$ cat config.mk
export PLATFORM = sky130hd
export DESIGN_NAME = metropolis_sampling_accumulator
export DESIGN_NICKNAME = d
export VERILOG_FILES = /design/src/hw/rtl/msa_pkg.sv /design/src/hw/rtl/msa_mul.sv /design/src/hw/rtl/msa_div.sv /design/src/hw/rtl/metropolis_sampling_accumulator.sv
export SDC_FILE = /design/constraint.sdc
export NUM_CORES = 2
export LEC_CHECK = 0
export BUFFER_PORTS_ARGS = -buffer_cell sky130_fd_sc_hd__buf_4
export CAP_MARGIN = 10
export CORE_ASPECT_RATIO = 1.2
export CORE_MARGIN = 2
export CORE_UTILIZATION = 58
export DETAILED_ROUTE_END_ITERATION = 16
export HOLD_SLACK_MARGIN = 0.12
export MAX_ROUTING_LAYER = met4
export PLACE_DENSITY = 0.76
export RECOVER_POWER = 100
export SLEW_MARGIN = 5
export SYNTH_ARGS = -nofsm -noshare
export SYNTH_HDL_FRONTEND = slang
export SYNTH_SLANG_ARGS = --single-unit
$ cat constraint.sdc
create_clock -name i_clk -period 12.1 [get_ports i_clk]
set_input_delay 1.815 -clock i_clk [delete_from_list [all_inputs] [get_ports i_clk]]
set_output_delay 1.815 -clock i_clk [all_outputs]
set_load 0.05 [all_outputs]
$ cat src/hw/rtl/msa_pkg.sv
`timescale 1ns / 1ps
// ----------------------------------------------------------------------------
// msa_pkg: shared types and constants of the metropolis sampling accumulator
// Sequencer states, shared multiplier operation codes and fixed field widths.
// ----------------------------------------------------------------------------
package msa_pkg;

    localparam int Q16_W = 16;
    localparam int SUM_W = 36;
    localparam int SQ_W  = 52;

    typedef enum logic [3:0] {
        ST_IDLE,
        ST_WEIGHT,
        ST_CHECK,
        ST_DRAW,
        ST_SQUARE,
        ST_PRODUCT,
        ST_DIV_START,
        ST_DIV_RUN,
        ST_ACCUM,
        ST_OUT
    } t_state;

    typedef enum logic [2:0] {
        MUL_WGT,
        MUL_DRAW,
        MUL_SQX,
        MUL_AB,
        MUL_V
    } t_mul_op;

endpackage

$ cat src/hw/rtl/msa_mul.sv
`timescale 1ns / 1ps
// ----------------------------------------------------------------------------
// msa_mul: shared registered multiplier
// Selects the operand pair for the requested operation and registers the
// product. The (1+x^2) factor is formed from the previous product (x^2).
// ----------------------------------------------------------------------------
module msa_mul #(
    parameter int FRAC_BITS = 16
) (
    input  logic                   i_clk,
    input  logic                   i_en,
    input  msa_pkg::t_mul_op       i_op,
    input  logic [FRAC_BITS-1:0]   i_px,
    input  logic [FRAC_BITS-1:0]   i_cx,
    input  logic [FRAC_BITS:0]     i_wold,
    input  logic [15:0]            i_draw,
    input  logic [15:0]            i_v,
    output logic [2*((FRAC_BITS+3 > 16) ? FRAC_BITS+3 : 16)-1:0] o_prod
);
    import msa_pkg::*;

    localparam int F   = FRAC_BITS;
    localparam int MW  = (F + 3 > 16) ? F + 3 : 16;
    localparam int PW  = 2 * MW;
    localparam int KSH = F + 4;
    // ceil(2^KSH / 3): floor(n*RECIP3 >> KSH) == floor(n/3) for n < 2^(F+3)
    localparam logic [MW-1:0] RECIP3 = MW'(((64'd1 << KSH) + 64'd2) / 64'd3);

    logic [F+2:0]  num_w;
    logic [F:0]    a_op;
    logic [F+1:0]  b_op;
    logic [MW-1:0] opa;
    logic [MW-1:0] opb;
    logic [PW-1:0] r_prod;

    // 4 - 2x, 1 + x^2, 2 - x
    assign num_w = {3'b100, {F{1'b0}}} - {2'b00, i_px, 1'b0};
    assign a_op  = {1'b1, r_prod[2*F-1:F]};
    assign b_op  = {2'b10, {F{1'b0}}} - {2'b00, i_cx};

    always_comb begin
        case (i_op)
            MUL_WGT: begin
                opa = MW'(num_w);
                opb = RECIP3;
            end
            MUL_DRAW: begin
                opa = MW'(i_draw);
                opb = MW'(i_wold);
            end
            MUL_SQX: begin
                opa = MW'(i_cx);
                opb = MW'(i_cx);
            end
            MUL_AB: begin
                opa = MW'(a_op);
                opb = MW'(b_op);
            end
            MUL_V: begin
                opa = MW'(i_v);
                opb = MW'(i_v);
            end
            default: begin
                opa = '0;
                opb = '0;
            end
        endcase
    end

    always_ff @(posedge i_clk) begin
        if (i_en) begin
            r_prod <= PW'(opa) * PW'(opb);
        end
    end

    assign o_prod = r_prod;

endmodule

$ cat src/hw/rtl/msa_div.sv
`timescale 1ns / 1ps
// ----------------------------------------------------------------------------
// msa_div: serial restoring divider
// Computes floor(1.5 * 2^(2F) * 2^F / d) one quotient bit per cycle,
// saturating to all ones when the quotient would not fit.
// ----------------------------------------------------------------------------
module msa_div #(
    parameter int FRAC_BITS = 16
) (
    input  logic                   i_clk,
    input  logic                   i_rst_n,
    input  logic                   i_start,
    input  logic [2*FRAC_BITS+1:0] i_den,
    output logic                   o_done,
    output logic [FRAC_BITS-1:0]   o_quot
);
    import msa_pkg::*;

    localparam int F  = FRAC_BITS;
    localparam int RW = 2 * F + 3;
    localparam int CW = $clog2(F + 1);
    localparam logic [RW-1:0] NUM = RW'(3) << (2 * FRAC_BITS - 1);

    logic          r_busy;
    logic          r_done;
    logic [CW-1:0] r_cnt;
    logic [RW-1:0] r_rem;
    logic [RW-1:0] r_den;
    logic [F-1:0]  r_quot;
    logic [RW-1:0] shifted;
    logic          ge;
    logic [RW-1:0] n_rem;
    logic          sat;

    assign shifted = {r_rem[RW-2:0], 1'b0};
    assign ge      = (shifted >= r_den);
    assign n_rem   = ge ? (shifted - r_den) : shifted;
    assign sat     = (NUM >= {1'b0, i_den});

    always_ff @(posedge i_clk) begin
        if (!i_rst_n) begin
            r_busy <= 1'b0;
            r_done <= 1'b0;
            r_cnt  <= '0;
        end else begin
            r_done <= 1'b0;
            if (i_start) begin
                if (sat) begin
                    r_done <= 1'b1;
                end else begin
                    r_busy <= 1'b1;
                    r_cnt  <= CW'(F);
                end
            end else if (r_busy) begin
                r_cnt <= r_cnt - CW'(1);
                if (r_cnt == CW'(1)) begin
                    r_busy <= 1'b0;
                    r_done <= 1'b1;
                end
            end
        end
    end

    always_ff @(posedge i_clk) begin
        if (i_start) begin
            r_rem  <= NUM;
            r_den  <= {1'b0, i_den};
            r_quot <= sat ? '1 : '0;
        end else if (r_busy) begin
            r_rem  <= n_rem;
            r_quot <= {r_quot[F-2:0], ge};
        end
    end

    assign o_done = r_done;
    assign o_quot = r_quot;

endmodule

$ cat src/hw/rtl/metropolis_sampling_accumulator.sv
`timescale 1ns / 1ps
// ----------------------------------------------------------------------------
// metropolis_sampling_accumulator: metropolis chain step with weighted sums
// Each word proposes a position; the chain moves or stays, then f(x)/w(x)
// and its square are added to saturating sums. A start word seeds the chain and clears the sums instead.
// ----------------------------------------------------------------------------
//  channel   dir  tdata (low bit up)                         tuser
//  s         in   proposal, accept_draw                      start_req
//  m         out  sample, weighted, running_sum,             accepted
//                 running_sum_sq, sample_count, zero pad
//
//  a step runs weight, check, square, product, divider start, divider run,
//  accumulate, output; the serial divider gives one quotient bit per cycle.
//  a draw state comes after check when the weight falls and the accept draw
//  is compared; a start word runs only weight, check and output.
//  i_rst_n is synchronous; it resets the chain to x = 0, w = 1.0, sums zero.
//  a finished word waits in the output register while the next is taken.
// ----------------------------------------------------------------------------
module metropolis_sampling_accumulator #(
    parameter int FRAC_BITS  = 16,
    parameter int COUNT_BITS = 20
) (
    input  logic        i_clk,
    input  logic        i_rst_n,
    input  logic        i_s_tvalid,
    output logic        o_s_tready,
    input  logic [31:0] i_s_tdata,  // proposal[15:0], accept_draw[31:16]
    input  logic        i_s_tuser,  // start_req
    output logic        o_m_tvalid,
    input  logic        i_m_tready,
    // sample, weighted, running_sum, running_sum_sq, sample_count, zero pad
    output logic [((120+COUNT_BITS+1+7)/8)*8-1:0] o_m_tdata,
    output logic        o_m_tuser   // accepted
);
    import msa_pkg::*;

    localparam int F      = FRAC_BITS;
    localparam int MW     = (F + 3 > 16) ? F + 3 : 16;
    localparam int PW     = 2 * MW;
    localparam int CNTW   = COUNT_BITS + 1;
    localparam int OW_RAW = 2 * Q16_W + SUM_W + SQ_W + CNTW;
    localparam int OW     = ((OW_RAW + 7) / 8) * 8;

    t_state r_state;
    t_state n_state;

    logic [F-1:0]      r_px;
    logic [15:0]       r_draw;
    logic              r_start;
    logic [F:0]        r_wn;
    logic              r_take;
    logic [15:0]       r_v;
    logic [F-1:0]      r_chain_x;
    logic [F:0]        r_chain_w;
    logic [SUM_W-1:0]  r_sum;
    logic [SQ_W-1:0]   r_sumsq;
    logic [CNTW-1:0]   r_cnt;
    logic              r_m_tvalid;
    logic [OW-1:0]     r_m_tdata;
    logic              r_m_tuser;

    logic              mul_en;
    t_mul_op           mul_op;
    logic [PW-1:0]     prod;
    logic              div_start;
    logic              div_done;
    logic [F-1:0]      quot;

    logic [F+15:0]     in_ext;
    logic [F-1:0]      in_x;
    logic [F:0]        wn;
    logic              w_rises;
    logic              draw_ok;
    logic [F+15:0]     quot_ext;
    logic [15:0]       v_q16;
    logic [F+15:0]     cx_ext;
    logic [15:0]       sample;
    logic [SUM_W:0]    sum_add;
    logic [SQ_W:0]     sq_add;
    logic [SUM_W-1:0]  n_sum;
    logic [SQ_W-1:0]   n_sumsq;
    logic              out_free;

    // q0.16 <-> q0.F by shifting through a 16-bit extension
    assign in_ext   = {i_s_tdata[15:0], {F{1'b0}}};
    assign in_x     = in_ext[F+15:16];
    assign quot_ext = {quot, 16'h0000};
    assign v_q16    = quot_ext[F+15:F];
    assign cx_ext   = {r_chain_x, 16'h0000};
    assign sample   = cx_ext[F+15:F];

    assign wn      = prod[2*F+4:F+4];
    assign w_rises = (wn >= r_chain_w);
    assign draw_ok = (prod[F+16:0] <= {r_wn, 16'h0000});

    assign sum_add = {1'b0, r_sum} + (SUM_W+1)'(r_v);
    assign sq_add  = {1'b0, r_sumsq} + (SQ_W+1)'(prod[31:0]);
    assign n_sum   = sum_add[SUM_W] ? '1 : sum_add[SUM_W-1:0];
    assign n_sumsq = sq_add[SQ_W] ? '1 : sq_add[SQ_W-1:0];

    assign out_free = !r_m_tvalid || i_m_tready;

    msa_mul #(
        .FRAC_BITS (FRAC_BITS)
    ) u_mul (
        .i_clk  (i_clk),
        .i_en   (mul_en),
        .i_op   (mul_op),
        .i_px   (r_px),
        .i_cx   (r_chain_x),
        .i_wold (r_chain_w),
        .i_draw (r_draw),
        .i_v    (v_q16),
        .o_prod (prod)
    );

    msa_div #(
        .FRAC_BITS (FRAC_BITS)
    ) u_div (
        .i_clk   (i_clk),
        .i_rst_n (i_rst_n),
        .i_start (div_start),
        .i_den   (prod[2*F+1:0]),
        .o_done  (div_done),
        .o_quot  (quot)
    );

    // next state
    always_comb begin
        n_state = r_state;
        case (r_state)
            ST_IDLE:      if (i_s_tvalid) n_state = ST_WEIGHT;
            ST_WEIGHT:    n_state = ST_CHECK;
            ST_CHECK: begin
                if (r_start) begin
                    n_state = ST_OUT;
                end else if (w_rises) begin
                    n_state = ST_SQUARE;
                end else begin
                    n_state = ST_DRAW;
                end
            end
            ST_DRAW:      n_state = ST_SQUARE;
            ST_SQUARE:    n_state = ST_PRODUCT;
            ST_PRODUCT:   n_state = ST_DIV_START;
            ST_DIV_START: n_state = ST_DIV_RUN;
            ST_DIV_RUN:   if (div_done) n_state = ST_ACCUM;
            ST_ACCUM:     n_state = ST_OUT;
            ST_OUT:       if (out_free) n_state = ST_IDLE;
            default:      n_state = ST_IDLE;
        endcase
    end

    // sequencer outputs
    always_comb begin
        mul_en    = 1'b0;
        mul_op    = MUL_WGT;
        div_start = 1'b0;
        case (r_state)
            ST_WEIGHT: begin
                mul_en = 1'b1;
                mul_op = MUL_WGT;
            end
            ST_CHECK: begin
                mul_en = !r_start && !w_rises;
                mul_op = MUL_DRAW;
            end
            ST_SQUARE: begin
                mul_en = 1'b1;
                mul_op = MUL_SQX;
            end
            ST_PRODUCT: begin
                mul_en = 1'b1;
                mul_op = MUL_AB;
            end
            ST_DIV_START: div_start = 1'b1;
            ST_DIV_RUN: begin
                mul_en = div_done;
                mul_op = MUL_V;
            end
            default: begin
                mul_en    = 1'b0;
                div_start = 1'b0;
            end
        endcase
    end

    always_ff @(posedge i_clk) begin
        if (!i_rst_n) begin
            r_state    <= ST_IDLE;
            r_chain_x  <= '0;
            r_chain_w  <= (F+1)'(1) << F;
            r_sum      <= '0;
            r_sumsq    <= '0;
            r_cnt      <= '0;
            r_m_tvalid <= 1'b0;
        end else begin
            r_state <= n_state;
            case (r_state)
                ST_CHECK: begin
                    if (r_start || w_rises) begin
                        r_chain_x <= r_px;
                        r_chain_w <= wn;
                    end
                    if (r_start) begin
                        r_sum   <= '0;
                        r_sumsq <= '0;
                        r_cnt   <= '0;
                    end
                end
                ST_DRAW: begin
                    if (draw_ok) begin
                        r_chain_x <= r_px;
                        r_chain_w <= r_wn;
                    end
                end
                ST_ACCUM: begin
                    r_sum   <= n_sum;
                    r_sumsq <= n_sumsq;
                    if (!r_cnt[COUNT_BITS]) begin
                        r_cnt <= r_cnt + CNTW'(1);
                    end
                end
                default: begin
                    r_sum <= r_sum;
                end
            endcase
            if (r_state == ST_OUT && out_free) begin
                r_m_tvalid <= 1'b1;
            end else if (i_m_tready) begin
                r_m_tvalid <= 1'b0;
            end
        end
    end

    // item payload
    always_ff @(posedge i_clk) begin
        if (r_state == ST_IDLE && i_s_tvalid) begin
            r_px    <= in_x;
            r_draw  <= i_s_tdata[31:16];
            r_start <= i_s_tuser;
        end
        if (r_state == ST_CHECK) begin
            r_wn   <= wn;
            r_take <= r_start || w_rises;
            if (r_start) begin
                r_v <= '0;
            end
        end
        if (r_state == ST_DRAW) begin
            r_take <= draw_ok;
        end
        if (r_state == ST_DIV_RUN && div_done) begin
            r_v <= v_q16;
        end
        if (r_state == ST_OUT && out_free) begin
            r_m_tdata <= OW'({r_cnt, r_sumsq, r_sum, r_v, sample});
            r_m_tuser <= r_take;
        end
    end

    assign o_s_tready = (r_state == ST_IDLE);
    assign o_m_tvalid = r_m_tvalid;
    assign o_m_tdata  = r_m_tdata;
    assign o_m_tuser  = r_m_tuser;

endmodule

### Word level (Yosys, flattened, before mapping)

Cells that the tools add are included.

* bits in registers: 484
* word-level logic and storage cells: 129
* output and inout bits: 147
* input port bits: 37

* multiplexer cells: 48
* equality and inequality tests: 22
* multiply operators: 1
* add/subtract/negate cells: 7
* reduce and logical (&&, ||, !) cells: 24
* order comparisons: 4

Operators with widths (count)
* $pmux W19 S5: 2
* $mux W16: 8
* $mux W52: 2
* $pmux W52 S2: 1
* $mux W36: 2
* $pmux W36 S2: 1
* $add A52 B32 Y53: 1
* $mux W21: 2
* $pmux W21 S2: 1
* $pmux W4 S10: 1
* $add A36 B16 Y37: 1
* $mul A19 B19 Y37: 1
* $ge A35 B34 Y1: 1
* $ge A33 B34 Y1 const A: 1
* $mux W17: 2
* $mux W34: 1
* $pmux W17 S2: 1
* $sub A34 B34 Y34: 1
* $le A33 B33 Y1: 1
* $pmux W16 S2: 1
* $add A21 B1 Y21 const B: 1
* $sub A19 B17 Y19 const A: 1
* $sub A18 B16 Y18 const A: 1
* $ge A17 B17 Y1: 1
* 26 further kinds: 70

### Logic depth before layout (Yosys ltp)

* depth after elaboration: 5
* gate-level depth with buffers: 33
* mapped depth without buffers: 31

### Hierarchy

Synthesis repeated with hierarchy kept, for this count alone.

* cell total of the unflattened synthesis: 3863
* area, all modules: 36744.0 µm²

Modules (own cells, without submodules)
* metropolis_sampling_accumulator: area an instance 16525.8 µm², times used 1, cells each 1553, seq. area each 9218.8 µm²
* msa_mul: area an instance 14502.7 µm², times used 1, cells each 1692, seq. area each 1141.1 µm²
* msa_div: area an instance 5715.5 µm², times used 1, cells each 618, seq. area each 2322.2 µm²

### Worst setup path after synthesis

No wires, ideal clock.

* path type: input-to-reg
* start: input port i_m_tready
* end: register r_m_tdata[0] (netlist: o_m_tdata[0]) (enable)
* buffers on the path: 0
* path slack: 3.251 ns
* cell stages on the path: 2
* arrival time: 8.189 ns
* setup time: 0.660 ns
* path through: nand2b_1 -> nor2b_1

* cells in the longest elaborated chain, start to end: 2

Ends and longest elaborated chain
* from (decl): line metropolis_sampling_accumulator.sv:30 `input logic i_m_tready,`
* $logic_or A1 B1 Y1: line metropolis_sampling_accumulator.sv:101 `assign out_free = !r_m_tvalid || i_m_tready;`
* $logic_and A1 B1 Y1: line metropolis_sampling_accumulator.sv:256 `if (r_state == ST_OUT && out_free) begin`
* to (signal assigned): line metropolis_sampling_accumulator.sv:257 `r_m_tdata <= OW'({r_cnt, r_sumsq, r_sum, r_v, sample});`
* to (decl): line metropolis_sampling_accumulator.sv:59 `logic [OW-1:0] r_m_tdata;`

Every way passes these cells.
A chain may end at the register's enable or synchronous reset.

### Worst setup path after layout

* start: register r_state[1]
* end: register u_mul.r_prod[36] (netlist: u_mul.o_prod[36]), data pin

* cells in the longest elaborated chain, start to end: 5

Ends and longest elaborated chain
* from (decl): line metropolis_sampling_accumulator.sv:44 `t_state r_state;`
* from (signal assigned): line metropolis_sampling_accumulator.sv:198 `r_state <= n_state;`
* $eq A4 B3 Y1 / $eq A4 B2 Y1 (equally long branches): line metropolis_sampling_accumulator.sv:159 `case (r_state)`
* $pmux W3 S4 (*): line metropolis_sampling_accumulator.sv:159
* $eq A3 B3 Y1, or another cell as far along: line msa_mul.sv:42 `case (i_op)`
* $pmux W19 S5: line msa_mul.sv:42
* $mul A19 B19 Y37 (*): line msa_mul.sv:72 `r_prod <= PW'(opa) * PW'(opb);`
* to (signal assigned): line msa_mul.sv:72
* to (decl): line msa_mul.sv:34 `logic [PW-1:0] r_prod;`

Mark *: on every way between the ends. The rest lies on a longest branch, timed or not.

==> impl_metrics.ini <==
[status]
status = finished, violations left
failed_checks = capacitance limit, slew limit

[synthesis]
yosys_register_bits = 484
ys_async_sr_fraction_pct = 0
ys.flop_type = edfxtp_1
synth.avg_cell_area_um2 = 9.58
yosysSeqAreaShare_pct = 35.6
synth_edf_count = 296
yosysUniqueCellTypes = 92
synthCells = 3705
ys_warn_count = 0
syn_area_mm2 = 0.0355

[timing]
hold-worst-slack_ns = 0.462
setup_tns_ns = 0
fmax_mhz = 95.1
period_minus_slack_ns = 10.52
timing.slew.headroom_pct = -183
fin_worst_skew_ns = 0.0473
slew_violations = 496
rsz0062_at_grt = no
max_slew.worst_pin.slew_ns = 4.25
final_hold_viol_count = 0
min_period_over_period_pct = 86.9
setup_viol = 0

[grt]
antenna_found_initial = 0
grt_pass1_wl_um = 157000
grt.total_usage_pct = 33.1
grt_pass1_vias = 27700
grt_overflow = 0
grt_max_degree = 84

[job]
maxCapViolCount = 11

[worst_setup_path]
critical_path_class = reg2reg
cp_num_buf_inv = 7
critPathMaxStageDelay_ns = 1.27
worstPathRequired_ns = 12.60
path_delay_family = compound AO/OA/AOI/OAI gates
end_kind = register
path_common_cell = inv_1
arrival_ns = 11.01
critPathMaxFanout = 45
cp-start-kind = register
r2r_slack_ns = 1.58
crit_slowest_cell = inv_1

[hold_path]
worstHoldPathType = reg2reg

[clocking]
ctsHoldBuffers = 0
clk_path_buf_depth = 3
clk_latency_ns = 0.63
root_buffer = clkbuf_16
cts_buffers = 52
tritoncts = done
clk_pin_slew_worst_paths_ns = 0.07
cts_max_level = 2
post_cts_resized = 0
clock_sinks = 484
cts_setup_buffers = 0

[floorplan]
die_x_um = 230
die_height_um = 275
design.core.area_mm2 = 0.0607
start_util_pct = 58.5
std_cell_rows = 99
ios = 184
dieArea_mm2 = 0.0632

[finish]
finalCoreUtilization_pct = 63.8
final_cell_mix = inv_1 (531), nor2_1 (362), nand2_1 (329)
n_antenna_cell = 0
finalNonFillerCells = 4690
fill_cells = 5158
layout.nets = 4405
seq_area_mm2 = 0.0127
final_common_cell = inv_1
layout-drive-gt1-share_pct = 4.12
multi_input_area_mm2 = 0.0203
syn_to_final_growth_pct = 9.06

[routing]
routed_via_density = 5.94
vias = 27900
finalWirelength_um = 101000
drt-initial-drc-count = 2382
post_drt_wl_per_cell_um = 21.5
ant_nets = 0
first_pass_iters = 7
drc_errors = 0

[placement]
io_buffers = 180
place.gp.congestion = 1.00
dp.cells = 4592
hpwl_um = 76900
-- sequential cells by signal, summed over array words and instances (netlist names) --
register and count:
r_state 4, u_div.r_rem 34, u_div.o_done 1, o_m_tuser 1, r_take 1, u_mul.o_prod 37, o_m_tvalid 1, u_div.r_busy 1
u_div.r_den 34, r_draw 16, r_chain_x 16, r_chain_w 17, u_div.r_cnt 5, r_cnt 21, r_px 16, r_sum 36
r_sumsq 52, u_div.o_quot 16, o_m_tdata 141, r_wn 17, r_v 16, r_start 1
-- cell families (layout without fill, tap and decap cells) --
logic type | count (synthesis) | in the layout | synth area share [%]
adder cells (fa/ha/maj) | 530 | 530 | 24.8
other | 2 | 22 | 0.0212
AND/OR/NAND/NOR | 1090 | 1090 | 14.1
multiplexers | 48 | 48 | 1.36
buffers and inverters | 691 | 848 | 7.43
flip-flops | 484 | 484 | 35.6
XOR/XNOR | 139 | 139 | 3.45
AO/OA/AOI/OAI | 721 | 721 | 13.2
-- synth_stat cells, types with 46 or more instances --
cell	number	area, um^2
nand2_1	329	1230
a21oi_1	225	1130
and3_1	69	432
a211oi_1	58	435
clkbuf_1	138	518
nor3_1	50	250
nand3_1	87	435
xnor2_1	76	666
mux2i_1	46	460
nor2_1	364	1370
fa_1	290	5810
inv_1	531	1990
ha_1	240	3000
o21ai_0	98	490
a21o_1	60	450
dfxtp_1	188	3760
xor2_1	62	543
edfxtp_1	296	8890
-- routing by layer --
layer | share of wire (%) | GRT usage, % | wire, um | vias up
met5 | 0 | - | 0 | -
met3 | 6.3 | 3.65 | 6360 | 339
met2 | 48 | 54.1 | 48100 | 1203
met1 | 39 | 39.8 | 39200 | 13500
li1 | - | - | - | 12800
met4 | 7.2 | 19.9 | 7290 | 0
-- path summary, 6_finish.rpt --
kind,start,end,cells past startpoint
max,r_state[1],u_mul.o_prod[36],29
min,r_v[4],o_m_tdata[20],0
max reg2reg,r_state[1],u_mul.o_prod[36],29
min reg2reg,r_v[4],o_m_tdata[20],0
-- stage by stage --
step | area [um^2] | worst slack [ns]
global route | 38700 | 1.06
global placement | 37600 | 2.78
floorplan | 35600 | 3.25
finish | 38700 | 1.58
CTS | 39400 | 2.61
detailed placement | 37600 | 2.69
-- area by class of cell --
cell class | instances | share of cell area [%]
Multi-Input combinational cell | 2550 | 52.4
Timing Repair Buffer | 216 | 2.59
Tap cell | 808 | 2.61
Clock inverter | 29 | 0.821
Sequential cell | 484 | 32.7
Clock buffer | 69 | 3.76
Inverter | 534 | 5.18
Power is not shown: default switching activity piles up to over one toggle a cycle in this logic, so the estimate is an artifact.
